File: src/design/usm_pkg.sv
// Shared constants, types and arithmetic helpers for the unsharp mask pixel unit.
`timescale 1ns / 1ps

package usm_pkg;

  // Color coefficients, signed, in units of 1/4096
  localparam logic signed [13:0] K_Y_R  = 14'sd1225;
  localparam logic signed [13:0] K_Y_G  = 14'sd2404;
  localparam logic signed [13:0] K_Y_B  = 14'sd467;
  localparam logic signed [13:0] K_CB_R = -14'sd692;
  localparam logic signed [13:0] K_CB_G = -14'sd1356;
  localparam logic signed [13:0] K_CB_B = 14'sd2048;
  localparam logic signed [13:0] K_CR_R = 14'sd2048;
  localparam logic signed [13:0] K_CR_G = -14'sd1716;
  localparam logic signed [13:0] K_CR_B = -14'sd332;
  localparam logic signed [13:0] K_R_CR = 14'sd5734;
  localparam logic signed [13:0] K_G_CB = 14'sd1405;
  localparam logic signed [13:0] K_G_CR = 14'sd2912;
  localparam logic signed [13:0] K_B_CB = 14'sd7229;

  localparam int unsigned FRAC_BITS = 12;
  localparam int unsigned GAIN_BITS = 8;

  // Chroma offset, plain and scaled by 4096
  localparam logic [7:0]         CHROMA_OFS    = 8'd127;
  localparam logic signed [23:0] CHROMA_OFS_SC = 24'sd520192;

  // Register indexes of the config port
  localparam logic CFG_GAIN      = 1'b0;
  localparam logic CFG_THRESHOLD = 1'b1;

  localparam logic [11:0] GAIN_RESET      = 12'd256;
  localparam logic [7:0]  THRESHOLD_RESET = 8'd0;

  // Side data that rides along with each pixel
  typedef struct packed {
    logic       sharp;
    logic [7:0] red;
    logic [7:0] green;
    logic [7:0] blue;
  } usm_meta_t;

  // Unsigned 8-bit sample times signed coefficient
  function automatic logic signed [21:0] mul_px(input logic [7:0] x,
                                                input logic signed [13:0] k);
    logic signed [21:0] xe;
    logic signed [21:0] ke;
    xe = $signed({14'b0, x});
    ke = 22'(k);
    return xe * ke;
  endfunction

  // Signed chroma difference times signed coefficient
  function automatic logic signed [23:0] mul_ch(input logic signed [8:0] d,
                                                input logic signed [13:0] k);
    logic signed [23:0] de;
    logic signed [23:0] ke;
    de = 24'(d);
    ke = 24'(k);
    return de * ke;
  endfunction

  // Divide by 2^sh, round half away from zero, clip to 0..255.
  // Negative inputs always land at or below zero, so they clip to 0.
  function automatic logic [7:0] rnd_clip(input logic signed [23:0] v,
                                          input int unsigned sh);
    logic signed [23:0] half;
    logic signed [23:0] q;
    half = 24'sd1 <<< (sh - 1);
    q    = (v + half) >>> sh;
    if (v < 0) begin
      return 8'd0;
    end else if (q > 24'sd255) begin
      return 8'd255;
    end
    return q[7:0];
  endfunction

endpackage

File: src/design/unsharp_mask_ycbcr_pixel_unit.sv
// Top level of the unsharp mask pixel unit: luma sharpening in YCbCr space.
`timescale 1ns / 1ps

// Unsharp mask, one RGB pixel per beat. Pulse start with the original pixel,
// its blurred version and the gradient magnitude; busy is always low, so a
// new beat may be issued on every clock. The result is loaded into the output
// register and sits on out_red/out_green/out_blue/sharpened for exactly one
// cycle with done high. There is no backpressure: the receiver must take every
// result as it comes. Throughput is one pixel per clock; the 8-stage pipeline
// (forward color products, sums, round/clip, gain multiply, luma round/clip,
// then back-conversion products, sums, round/clip) only sets the latency.
// Pixels whose gradient is below gradient_threshold come out unchanged with
// sharpened low, at the same latency. Write sharpen_gain (index 0, Q4.8)
// and gradient_threshold (index 1) only while no pixel is in flight.

module unsharp_mask_ycbcr_pixel_unit import usm_pkg::*; (
  input  logic        clk,
  input  logic        rst,
  // command side
  input  logic        start,
  output logic        busy,
  input  logic [7:0]  orig_red,
  input  logic [7:0]  orig_green,
  input  logic [7:0]  orig_blue,
  input  logic [7:0]  blur_red,
  input  logic [7:0]  blur_green,
  input  logic [7:0]  blur_blue,
  input  logic [7:0]  grad_mag,
  // config write port
  input  logic        cfg_write,
  input  logic        cfg_index,
  input  logic [11:0] cfg_data,
  // result side
  output logic        done,
  output logic [7:0]  out_red,
  output logic [7:0]  out_green,
  output logic [7:0]  out_blue,
  output logic        sharpened
);

  logic [11:0] sharpen_gain;
  logic [7:0]  gradient_threshold;
  logic        accept;

  // fully pipelined, never stalls
  assign busy   = 1'b0;
  assign accept = start && !busy;

  always_ff @(posedge clk) begin
    if (rst) begin
      sharpen_gain       <= GAIN_RESET;
      gradient_threshold <= THRESHOLD_RESET;
    end else if (cfg_write) begin
      unique case (cfg_index)
        CFG_GAIN:      sharpen_gain       <= cfg_data;
        CFG_THRESHOLD: gradient_threshold <= cfg_data[7:0];
        default:       ;
      endcase
    end
  end

  // Stage 1: constant products for original Y/Cb/Cr and blurred Y.
  // Blurred chroma never feeds the result, so it is not computed.
  logic               v1;
  usm_meta_t          m1;
  logic signed [21:0] yo_r, yo_g, yo_b;
  logic signed [21:0] cb_r, cb_g, cb_b;
  logic signed [21:0] cr_r, cr_g, cr_b;
  logic signed [21:0] yb_r, yb_g, yb_b;

  // Stage 2: dot-product sums (luma sums non-negative by range, chroma sums can be negative)
  logic               v2;
  usm_meta_t          m2;
  logic signed [23:0] s_yo, s_cb, s_cr, s_yb;

  // Stage 3: round/clip to 8 bits, luma mask
  logic               v3;
  usm_meta_t          m3;
  logic [7:0]         yo3, cbo3, cro3;
  logic signed [8:0]  mask3;

  // Stage 4: gain times mask, chroma offsets removed
  logic               v4;
  usm_meta_t          m4;
  logic [7:0]         yo4;
  logic signed [21:0] gm4;
  logic signed [8:0]  dcb4, dcr4;

  // Stage 5: new luma
  logic               v5;
  usm_meta_t          m5;
  logic [7:0]         ynew5;
  logic signed [8:0]  dcb5, dcr5;

  logic signed [12:0] gain_s;
  logic signed [23:0] luma_acc;

  assign gain_s   = $signed({1'b0, sharpen_gain});
  assign luma_acc = $signed(24'({yo4, 8'b0})) + 24'(gm4);

  always_ff @(posedge clk) begin
    if (rst) begin
      v1 <= 1'b0;
      v2 <= 1'b0;
      v3 <= 1'b0;
      v4 <= 1'b0;
      v5 <= 1'b0;
    end else begin
      v1 <= accept;
      v2 <= v1;
      v3 <= v2;
      v4 <= v3;
      v5 <= v4;
    end
  end

  always_ff @(posedge clk) begin
    // threshold is inclusive: equal gradient gets sharpened
    m1.sharp <= (grad_mag >= gradient_threshold);
    m1.red   <= orig_red;
    m1.green <= orig_green;
    m1.blue  <= orig_blue;
    yo_r <= mul_px(orig_red,   K_Y_R);
    yo_g <= mul_px(orig_green, K_Y_G);
    yo_b <= mul_px(orig_blue,  K_Y_B);
    cb_r <= mul_px(orig_red,   K_CB_R);
    cb_g <= mul_px(orig_green, K_CB_G);
    cb_b <= mul_px(orig_blue,  K_CB_B);
    cr_r <= mul_px(orig_red,   K_CR_R);
    cr_g <= mul_px(orig_green, K_CR_G);
    cr_b <= mul_px(orig_blue,  K_CR_B);
    yb_r <= mul_px(blur_red,   K_Y_R);
    yb_g <= mul_px(blur_green, K_Y_G);
    yb_b <= mul_px(blur_blue,  K_Y_B);

    m2   <= m1;
    s_yo <= 24'(yo_r) + 24'(yo_g) + 24'(yo_b);
    s_cb <= 24'(cb_r) + 24'(cb_g) + 24'(cb_b) + CHROMA_OFS_SC;
    s_cr <= 24'(cr_r) + 24'(cr_g) + 24'(cr_b) + CHROMA_OFS_SC;
    s_yb <= 24'(yb_r) + 24'(yb_g) + 24'(yb_b);

    m3    <= m2;
    yo3   <= rnd_clip(s_yo, FRAC_BITS);
    cbo3  <= rnd_clip(s_cb, FRAC_BITS);
    cro3  <= rnd_clip(s_cr, FRAC_BITS);
    mask3 <= $signed({1'b0, rnd_clip(s_yo, FRAC_BITS)})
           - $signed({1'b0, rnd_clip(s_yb, FRAC_BITS)});

    m4   <= m3;
    yo4  <= yo3;
    gm4  <= 22'(gain_s) * 22'(mask3);
    dcb4 <= $signed({1'b0, cbo3}) - $signed({1'b0, CHROMA_OFS});
    dcr4 <= $signed({1'b0, cro3}) - $signed({1'b0, CHROMA_OFS});

    m5    <= m4;
    ynew5 <= rnd_clip(luma_acc, GAIN_BITS);
    dcb5  <= dcb4;
    dcr5  <= dcr4;
  end

  // Stages 6..8: back to RGB, final select and output register
  usm_ycc_to_rgb u_back (
    .clk       (clk),
    .rst       (rst),
    .in_valid  (v5),
    .in_meta   (m5),
    .luma      (ynew5),
    .dcb       (dcb5),
    .dcr       (dcr5),
    .done      (done),
    .out_red   (out_red),
    .out_green (out_green),
    .out_blue  (out_blue),
    .sharpened (sharpened)
  );

  // a result only ever follows an accepted beat
  a_done_has_cmd: assert property (@(posedge clk) disable iff (rst)
    done |-> $past(start, 8))
    else $error("result without a matching command");

  // sharpened flag matches the threshold test made at entry
  a_flag_matches: assert property (@(posedge clk) disable iff (rst)
    done |-> (sharpened == ($past(grad_mag, 8) >= $past(gradient_threshold, 8))))
    else $error("sharpened flag does not match threshold test");

  // pass-through pixels come out exactly as they went in
  a_passthrough: assert property (@(posedge clk) disable iff (rst)
    (done && !sharpened) |-> (out_red == $past(orig_red, 8) &&
                              out_green == $past(orig_green, 8) &&
                              out_blue == $past(orig_blue, 8)))
    else $error("pass-through pixel altered");

endmodule

File: src/design/usm_ycc_to_rgb.sv
// Back conversion of sharpened luma plus original chroma to RGB, three stages.
`timescale 1ns / 1ps

module usm_ycc_to_rgb import usm_pkg::*; (
  input  logic              clk,
  input  logic              rst,
  input  logic              in_valid,
  input  usm_meta_t         in_meta,
  input  logic [7:0]        luma,
  input  logic signed [8:0] dcb,
  input  logic signed [8:0] dcr,
  output logic              done,
  output logic [7:0]        out_red,
  output logic [7:0]        out_green,
  output logic [7:0]        out_blue,
  output logic              sharpened
);

  // stage A: products
  logic               va;
  usm_meta_t          ma;
  logic signed [23:0] ya, r_cr, g_cb, g_cr, b_cb;
  // stage B: sums
  logic               vb;
  usm_meta_t          mb;
  logic signed [23:0] sum_r, sum_g, sum_b;

  always_ff @(posedge clk) begin
    if (rst) begin
      va   <= 1'b0;
      vb   <= 1'b0;
      done <= 1'b0;
    end else begin
      va   <= in_valid;
      vb   <= va;
      done <= vb;
    end
  end

  always_ff @(posedge clk) begin
    ma    <= in_meta;
    ya    <= $signed(24'({luma, 12'b0}));
    r_cr  <= mul_ch(dcr, K_R_CR);
    g_cb  <= mul_ch(dcb, K_G_CB);
    g_cr  <= mul_ch(dcr, K_G_CR);
    b_cb  <= mul_ch(dcb, K_B_CB);

    mb    <= ma;
    sum_r <= ya + r_cr;
    sum_g <= ya - g_cb - g_cr;
    sum_b <= ya + b_cb;

    // pass-through pixels keep their original color
    sharpened <= mb.sharp;
    if (mb.sharp) begin
      out_red   <= rnd_clip(sum_r, FRAC_BITS);
      out_green <= rnd_clip(sum_g, FRAC_BITS);
      out_blue  <= rnd_clip(sum_b, FRAC_BITS);
    end else begin
      out_red   <= mb.red;
      out_green <= mb.green;
      out_blue  <= mb.blue;
    end
  end

endmodule

File: config.mk
export PLATFORM = sky130hd
export DESIGN_NAME = unsharp_mask_ycbcr_pixel_unit
export DESIGN_NICKNAME = d
export VERILOG_FILES = /design/src/design/usm_pkg.sv /design/src/design/unsharp_mask_ycbcr_pixel_unit.sv /design/src/design/usm_ycc_to_rgb.sv
export SDC_FILE = /design/constraint.sdc
export NUM_CORES = 2
export LEC_CHECK = 0
export BUFFER_PORTS_ARGS = -buffer_cell sky130_fd_sc_hd__clkbuf_2
export CAP_MARGIN = 25
export CORE_MARGIN = 1
export CORE_UTILIZATION = 46
export DETAILED_ROUTE_END_ITERATION = 12
export SLEW_MARGIN = 20
export SYNTH_ARGS = -nofsm -noshare
export SYNTH_HDL_FRONTEND = slang
export SYNTH_SLANG_ARGS = --single-unit
export TNS_END_PERCENT = 50
File: constraint.sdc
create_clock -name clk -period 6.4 [get_ports clk]
set_input_delay 1.28 -clock clk [delete_from_list [all_inputs] [get_ports clk]]
set_output_delay 1.28 -clock clk [all_outputs]
set_load 0.03 [all_outputs]
==> results.tsv <==
stage	metric	value	unit
route	final wirelength	89.1	mm
floorplan	core area	0.0983	mm2
cells_and_area	most frequent cells in the layout	891 x ha_1, 803 x inv_1, 651 x dfxtp_1	
floorplan	die area	0.100	mm2
critical_path	Crit path largest cell delay	0.54	ns
yosys	YS warnings	0	
clocking	postcts setup bufs	0	
hold_path	worst hold path depth	0	
clocking	CTS tree	done	
critical_path	Critical R2R Launch	dcb5[5]	
yosys	Synth area leaders	dfxtp_1 29%, ha_1 24%, fa_1 17%, inv_1 6.6%, xnor2_1 4.4%	
yosys	register bit total from synthesis	651	
route	wire per inst	15.1	um
placement	HPWL Detailed	74.1	mm
cells_and_area	commonest non-fill, non-tap cell in the layout	ha_1	
clocking	clk root buf	clkbuf_16	
yosys	Mapped Cells	4427	
critical_path	RR Endpoint	u_back.g_cb[19]	
route	Pre-antenna DRT Iters	5	
yosys	Yosys top cell by area	dfxtp_1	
yosys	Post-synth EDFFs	0	
grt	GRT Util Overall	18.7	%
yosys	syn nets	5775	
clocking	# hold bufs at CTS	0	
hold_path	Worst Hold End	dcb5[4]	
yosys	Most used DFF post-synth	dfxtp_1	
clocking	Post-CTS Resized	0	
critical_path	slowest stage cell, crit path	dfxtp_1	
critical_path	worst path cell trace	fa_1, inv_1, fa_1, inv_1, fa_1, fa_1, inv_1, fa_1, inv_1, ha_1, a21oi_1, o21bai_1, a21o_1, a21oi_1, o21ai_0, o41ai_1, o21bai_1, a21oi_1, xnor2_1	
yosys	Async S/R FF share, synth	0	%
cells_and_area	Area Overhead vs Synth	10.3	%
route	Via Count	28700	
cells_and_area	Layout Nets	5917	
critical_path	Setup CP Type	reg2reg	
critical_path	critical path arrival	6.07	ns
clocking	TritonCTS Sinks	651	
clocking	Worst-path clk slew	0.06	ns
sta	setup TNS	0	ns
route	Remaining DRCs	0	
sta	final max-slew violation count	0	
hold_path	Worst Min Path Start	dcb4[4]	
route	initial DRC count	1206	
cells_and_area	layout cell share with drive strength beyond 1	6.85	%
floorplan	Die X	317	um
cells_and_area	multi-input logic area	0.0293	mm2
sta	Worst slew margin	49.2	%
yosys	Seq/Total Area, Yosys	28.6	%
grt	number of global-route vias before repair	29500	
critical_path	worst reg-to-reg path cell count	19	
yosys	Yosys top cell area share	28.6	%
floorplan	Placement Rows	115	
sta	maximum clock rate	0.182	GHz
clocking	CTS buffer count	75	
placement	I/O Buffers	98	
yosys	Distinct cells, synth	88	
floorplan	# IOs	100	
yosys	mapped cell area	0.0456	mm2
critical_path	most frequent CP cell	fa_1	
route	Vias/cell	4.85	
clocking	clk_lat worst skew	0.64	ns
critical_path	critical path's top delay family	adder cells	
placement	RD Place Congestion	0.859	
yosys	average size of a mapped cell	10.3	um2
floorplan	Initial Utilization	46.4	%
critical_path	Worst EP required	6.97	ns
run_status	outcome	finished, final reports clean	
hold_path	type of the most critical hold path	reg2reg	
critical_path	Bufs and invs on worst path	4	
floorplan	Die Height	317	um
critical_path	Worst setup EP type	flop	
sta	Slew @ Worst Pin	0.760	ns
grt	grt total ovfl	0	
sta	skew final	0.0241	ns
clocking	H-Tree Depth	3	
sta	fin crit period	5.50	ns
cells_and_area	sequential cell area	0.0130	mm2
grt	pin count of the biggest net entering global routing	29	
sta	final hold vios	0	
sta	RSZ-0062 raised after global routing	false	
critical_path	crit-path max FO	6	
clocking	CTS Buffer Depth	3	
sta	Tcrit/Tclk final	86.0	%
critical_path	crit path launch type	flop	
cells_and_area	n_diodes	0	
route	Antenna Nets Post-Route	0	
grt	initial antenna violation count	7	
critical_path	r2r setup slk	0.90	ns
cells_and_area	Fill cells	8998	
job	MaxCap Viol Count	0	
sta	Setup violations, final	0	
grt	first-pass GRT wire length	149	mm
[through the flow]
stage	setup WS, ns	area (um2)	cells	hold WS, ns	util, %
after floorplan	0.950	45600	4427	0.310	-
after global placement	0.513	47600	5779	0.310	48.4
after detailed placement	0.457	47600	5779	0.312	48.4
after CTS	0.868	50300	5915	0.318	51.1
after global routing	0.474	50300	5915	0.318	51.1
final	0.896	50300	5915	0.318	51.1
[cell type report]
| class | count | share of cell area [%] |
|---|---|---|
| Clock inverter | 42 | 1.22 |
| Timing Repair Buffer | 109 | 1.14 |
| Tap cell | 1287 | 3.20 |
| Sequential cell | 651 | 25.9 |
| Inverter | 803 | 6.00 |
| Clock buffer | 94 | 4.12 |
| Multi-Input combinational cell | 2929 | 58.4 |
[flip-flops by register name (all words and copies together) (netlist names), 18 cells and up]
name,cells
m2,25
m3,25
m4,25
m5,25
u_back.ma,25
u_back.mb,25
u_back.g_cb,21
yb_r,19
yo_r,19
cr_g,18
yb_g,18
[layer usage]
layer / GRT usage, % / vias up / wire length, um
met5: 0 / - / 27
met4: 5.53 / 6 / 2130
met1: 24.9 / 13500 / 42000
li1: - / 14800 / -
met3: 2.64 / 121 / 3030
met2: 31.7 / 308 / 41900
[worst max-delay path by stage]
stage | start | endpoint | depth (start not counted)
after floorplan | orig_red[6] | cb_r[19] | 20
after global placement | orig_red[6] | cb_r[19] | 21
after detailed placement | orig_red[6] | cb_r[19] | 21
after CTS | dcb5[5] | u_back.g_cb[19] | 19
after global routing | mask3[7] | gm4[20] | 19
final | dcb5[5] | u_back.g_cb[19] | 19
[synthesized netlist by cell type, drive strengths merged, types with 5 or more instances]
cell type / number
a21oi: 209
xnor2: 231
inv: 803
and2: 58
o21ai: 89
o211ai: 8
dfxtp: 651
nand2: 176
or3: 10
ha: 891
o41ai: 11
mux2: 26
nand4: 13
nor2b: 43
clkbuf: 35
nand2b: 39
o31ai: 12
and3: 32
a21boi: 13
fa: 384
nor2: 184
o21a: 33
o21bai: 39
a21o: 58
buf: 9
mux2i: 9
or2: 17
a211oi: 9
a31oi: 16
xor2: 85
a2111oi: 5
nand3: 61
o41a: 6
nor3: 79
a31o: 13
[logic make-up (layout without fill, tap and decap cells)]
family / after synthesis / count (layout) / share of synthesized area [%]
AOI/OAI and AO/OA: 560 / 560 / 8.11
buffers and inverters: 847 / 1048 / 6.99
and+or+nand+nor: 742 / 742 / 8.02
muxes: 35 / 35 / 0.840
adders and majority gates: 1275 / 1275 / 41.3
other: 1 / 1 / 0.00823
DFF: 651 / 651 / 28.6
xor gates and xnor gates: 316 / 316 / 6.08
Power is not shown: default switching activity piles up to over one toggle a cycle in this logic, so the estimate is an artifact.
